--- src/hdl/vn_pkg.sv ---
// ---------------------------------------------------------------------------
// vn_pkg
// Widths, types and constants shared by the vector normalisation pipeline.
// ---------------------------------------------------------------------------
package vn_pkg;

  localparam int IN_W      = 32;
  localparam int FRAC_BITS = 30;
  localparam int OUT_W     = 32;

  // Squares and their sum.
  localparam int S_W   = 2 * IN_W;
  localparam int REM_W = S_W + 1;
  // Quotient of c^2 * 2^(2F+2) / S, at most 2^(2F+2).
  localparam int Q_W   = 2 * FRAC_BITS + 3;
  // Square root of the quotient and its radicand.
  localparam int RT_W  = FRAC_BITS + 2;
  localparam int RAD_W = 2 * RT_W;
  localparam int SR_W  = RT_W + 1;

  localparam logic signed [OUT_W-1:0] UNIT_ONE = OUT_W'(1) << FRAC_BITS;

  typedef logic [IN_W-1:0]  mag_t;
  typedef logic [S_W-1:0]   sum_t;
  typedef logic [Q_W-1:0]   quo_t;
  typedef logic [RT_W-1:0]  root_t;
  typedef logic [RAD_W-1:0] rad_t;
  typedef logic [SR_W-1:0]  srem_t;

  typedef struct packed {
    logic [2:0] neg;
    logic       zero;
  } side_t;

endpackage

--- src/hdl/vn_out.sv ---
// ---------------------------------------------------------------------------
// vn_out
// Rounding, sign and zero handling, and a two-entry output buffer.
// ---------------------------------------------------------------------------
module vn_out import vn_pkg::*; (
  input  logic               clk_i,
  input  logic               rst_ni,
  input  logic               valid_i,
  input  side_t              side_i,
  input  root_t [2:0]        root_i,
  output logic               en_o,
  output logic               m_tvalid_o,
  input  logic               m_tready_i,
  output logic [3*OUT_W-1:0] m_tdata_o,
  output logic               m_tuser_o
);

  logic [3*OUT_W-1:0] data_d;
  logic [3*OUT_W-1:0] buf_data_q [2];
  logic               buf_zero_q [2];
  logic               wr_q, rd_q;
  logic [1:0]         cnt_d, cnt_q;
  logic               push, pop;

  // The root is twice the scaled magnitude; halving it with a carry-in of one
  // rounds to nearest, ties away from zero.
  always_comb begin
    logic [RT_W:0]    inc;
    root_t            mag;
    logic [OUT_W-1:0] ext;
    for (int l = 0; l < 3; l++) begin
      inc = {1'b0, root_i[l]} + (RT_W+1)'(1);
      mag = inc[RT_W:1];
      if (mag > (root_t'(1) << FRAC_BITS)) begin
        mag = root_t'(1) << FRAC_BITS;
      end
      ext = OUT_W'(mag);
      if (side_i.zero) begin
        data_d[l*OUT_W +: OUT_W] = '0;
      end else begin
        data_d[l*OUT_W +: OUT_W] = side_i.neg[l] ? (~ext + OUT_W'(1)) : ext;
      end
    end
  end

  assign pop  = m_tvalid_o && m_tready_i;
  assign en_o = (cnt_q != 2'd2) || m_tready_i;
  assign push = en_o && valid_i;

  always_comb begin
    cnt_d = cnt_q;
    if (push && !pop) begin
      cnt_d = cnt_q + 2'd1;
    end else if (pop && !push) begin
      cnt_d = cnt_q - 2'd1;
    end
  end

  always_ff @(posedge clk_i or negedge rst_ni) begin
    if (!rst_ni) begin
      cnt_q <= '0;
      wr_q  <= 1'b0;
      rd_q  <= 1'b0;
    end else begin
      cnt_q <= cnt_d;
      if (push) begin
        wr_q <= ~wr_q;
      end
      if (pop) begin
        rd_q <= ~rd_q;
      end
    end
  end

  always_ff @(posedge clk_i) begin
    if (push) begin
      buf_data_q[wr_q] <= data_d;
      buf_zero_q[wr_q] <= side_i.zero;
    end
  end

  assign m_tvalid_o = (cnt_q != 2'd0);
  assign m_tdata_o  = buf_data_q[rd_q];
  assign m_tuser_o  = buf_zero_q[rd_q];

endmodule

--- config.mk ---
export PLATFORM = sky130hd
export DESIGN_NAME = vn_out
export DESIGN_NICKNAME = d
export VERILOG_FILES = /design/src/hdl/vn_pkg.sv /design/src/hdl/vn_out.sv
export SDC_FILE = /design/constraint.sdc
export NUM_CORES = 1
export LEC_CHECK = 0
export ABC_AREA = 1
export BUFFER_PORTS_ARGS = -buffer_cell sky130_fd_sc_hd__buf_2
export CORE_UTILIZATION = 59
export CTS_BUF_LIST = sky130_fd_sc_hd__clkbuf_16
export CTS_CLUSTER_SIZE = 40
export DETAILED_ROUTE_END_ITERATION = 10
export GPL_TIMING_DRIVEN = 0
export PLACE_DENSITY = 0.82
export REMOVE_ABC_BUFFERS = 1
export SYNTH_ARGS = -nofsm -noshare
export SYNTH_HDL_FRONTEND = slang
export SYNTH_SLANG_ARGS = --single-unit
--- constraint.sdc ---
create_clock -name clk_i -period 7.5 [get_ports clk_i]
set_input_delay 1.875 -clock clk_i [delete_from_list [all_inputs] [get_ports clk_i]]
set_output_delay 1.875 -clock clk_i [all_outputs]
set_load 0.03 [all_outputs]
==> results.txt <==
Core area: 0.0237 mm²
GRT Util Overall: 0.315
CTS Hold Bufs: 0
Worst slew margin: 0.362
Final routed DRC violation total: 0
#FFs+latches synth: 198
Later-pin clock latency in the skew report: 0.44 ns
Pwr/cell area: 276 mW/mm²
Hold_sp: cnt_q[0]$_DFFE_PN0P_
Slew Limit Fails: 0
Drt initial violations: 1152
Initial antenna violation count: 0
Post-route setup slack: 1.99 ns
P_leak: 7.50 nW
Synth async-reset ratio: 0.0202
IO Pins: 203
Hold Fails Final Rpt: 0
CTS tree: built
Ys flop type: edfxtp_1
Largest net degree at the start of global routing: 86
Die height: 158 µm
Outcome: complete, no violations
Total power: 4.49 mW
Place WS: 1.65 ns
Syn Inst Count: 2066
Combinational Power Share: 0.440
Avg WL per Cell: 15.3 µm
RSZ-0062 raised after global routing: no
Register area share after synthesis: 0.412
EDFF count, synth: 194
Yosys cell types: 48
Design area: 0.0163 mm²
Fin nets: 2349
Clock Sinks: 198
CTS max path bufs: 2
Post-DP Area: 0.0157 mm²
RR Startpoint: cnt_q[1]$_DFFE_PN0P_
Largest cells by area after synthesis: edfxtp_1 41%, nand2_1 23%, nor2_1 7.1%
Yosys top cell area share: 0.405
Reg power frac: 0.353
Yosys warns: 0
Avg Inst Size Synth: 6.96 µm²
Clock Pin Slew Worst Setup and Hold Paths: 0.07 ns
GRT overflow: 0
N_diodes: 0
Sw Pwr: 2.00 mW
Port buffer count: 202
Clock share of power: 0.207
Proportion of layout cells with a drive suffix above 1: 0.142
Die W: 158 µm
Kind of critical path: in2reg
Vias: 14105
Clock Tree Root: clkbuf_16
Req. time, crit path: 7.75 ns
Finished Layout Cells: 2569
Int Power: 2.50 mW
First-pass GRT wire length: 61400 µm
Synthesized area: 0.0144 mm²
Rows: 56
Final setup fails: 0
TritonRoute pass-1 iters: 5
Via/cell ratio: 5.49
Min-delay worst type: reg2reg
CP endpoint kind: flop
H-tree depth reported by CTS: 4
Vias in the first global route: 12624
Worst Hold Slack: 0.485 ns
Remaining antenna violation count: 0
Worst-margin pin slew: 0.953 ns
Worst-path fanout max: 56
Cell taking the most area after synthesis: edfxtp_1
DIE AREA: 0.0250 mm²
Switching part of the total: 0.444
Clk_skew: 0.0137 ns
Total CTS buffers: 17
Final HPWL from detailed placement: 30000 µm
Area delta synth->final: 13.4%
Initial Util: 0.607
GP Congestion: 0.928
Min Tclk post-route: 5.51 ns
Placed cell count: 2538
PostCTS Resize Cnt: 0
Post-CTS Repair Setup Buffers: 0
FMAX: 181 MHz
Startpoint class of the critical path: input pin
Worst setup path start: root_i[32]
Worst EP arrival: 5.76 ns
Peak supply drop: 0.000442 V
Max-cap viol count: 0
Period Utilization, post-route: 0.735
Routed WL: 39400 µm
-- Yosys cell counts, types with 7 or more instances --
cell type  instances
xnor2_1            9
nor2_2            18
inv_1            155
clkbuf_1          36
nor3_1            24
nand2_1          887
nand4_1           25
o41ai_1           29
edfxtp_1         194
nand3_1           78
a21oi_1           72
o21ai_0           67
o31ai_1           19
ha_1               7
inv_2              7
nand3b_1          36
xor2_1            15
nor2_1           272
o21ai_1           14
nand2_2           10
nor2_4            15
-- state kept, by name (all words and copies together) (netlist names) --
register and count:
cnt_q 2, buf_data_q 192, buf_zero_q 2, rd_q 1
wr_q 1
-- path summary, 6_finish.rpt --
path | to | slack [ns] | cells after the start
worst min register to register | cnt_q[0]$_DFFE_PN0P_ | 0.49 | 1
max in group asynchronous | rd_q$_DFFE_PN0P_ | 6.12 | 1
worst max register to register | buf_data_q[0][8]$_DFFE_PP_ | 5.34 | 8
worst max-delay path | buf_data_q[0][62]$_DFFE_PP_ | 1.99 | 25
worst min-delay path | cnt_q[0]$_DFFE_PN0P_ | 0.49 | 1
min in group asynchronous | cnt_q[1]$_DFFE_PN0P_ | 1.24 | 1
-- power by group through the flow --
stage / clock network, mW / registers [mW] / logic (mW)
after floorplan: 0 / 1.67 / 1.26
after global placement: 0 / 1.73 / 1.82
after detailed placement: 0 / 1.61 / 1.97
after CTS: 0.933 / 1.59 / 1.98
after global routing: 0.968 / 1.61 / 2.16
final: 0.929 / 1.59 / 1.98
-- stage by stage --
step                 util  TNS [ns]
detailed placement  0.663         0
global route        0.688         0
CTS                 0.688         0
global placement    0.654   -248.75
finish              0.688         0
floorplan               -         0
-- cell type report --
class                           count  area [µm²]
Fill cell                        2033        7390
Multi-Input combinational cell   1647        7560
Clock buffer                       17         425
Tap cell                          319         399
Sequential cell                   198        5930
Inverter                          163         616
Clock inverter                     14         164
Timing Repair Buffer              211        1210
-- per-layer routing --
metal,track usage,up-vias,part of all wire
met4,0.121,0,0.030
met5,0,-,0
li1,-,7099,-
met2,0.550,549,0.49
met3,0.0435,81,0.069
met1,0.394,6376,0.41
-- critical path: stages --
cell     delay (ns)
buf_2          0.10
ha_1           0.21
nand2_1        0.10
nor2_4         0.13
nand2_1        0.14
nor2_4         0.24
nand2_1        0.10
nand2_1        0.06
nand2_1        0.14
nor2_1         0.13
nand2_1        0.08
nor2_1         0.08
nand3_1        0.10
nand2_2        0.71
inv_1          0.34
nor2_1         0.16
inv_1          0.07
ha_1           0.23
nand2_1        0.09
nand2_2        0.10
nand3_2        0.18
nor2_2         0.07
nand3_1        0.07
nand2_1        0.06
nor2_1         0.20
-- cells in the final DEF, fill, tap and decap left out, types with 6 or more instances in the layout --
cell       synthesis  final
nand2_1          887    886
nor2_1           272    270
buf_2              6    202
edfxtp_1         194    194
inv_1            155    155
nand3_1           78     78
a21oi_1           72     72
o21ai_0           67     67
nand3b_1          36     36
o41ai_1           29     29
nand4_1           25     25
nor3_1            24     24
o31ai_1           19     19
nor2_2            18     18
nor2_4            15     17
clkbuf_16          0     17
xor2_1            15     15
o21ai_1           14     14
nand2_2           10     11
xnor2_1            9      9
ha_1               7      7
buf_12             0      7
inv_2              7      6
and2_1             6      6
or2_1              6      6
-- cell families after synthesis --
group | after synthesis | synth area share
simple gates | 1392 | 0.405
fa+ha+maj | 7 | 0.00609
flops | 198 | 0.412
buf+inv | 221 | 0.0632
compound gates | 219 | 0.0928
xor+xnor | 29 | 0.0203
No activity file was read; power rests on OpenSTA's default activity.
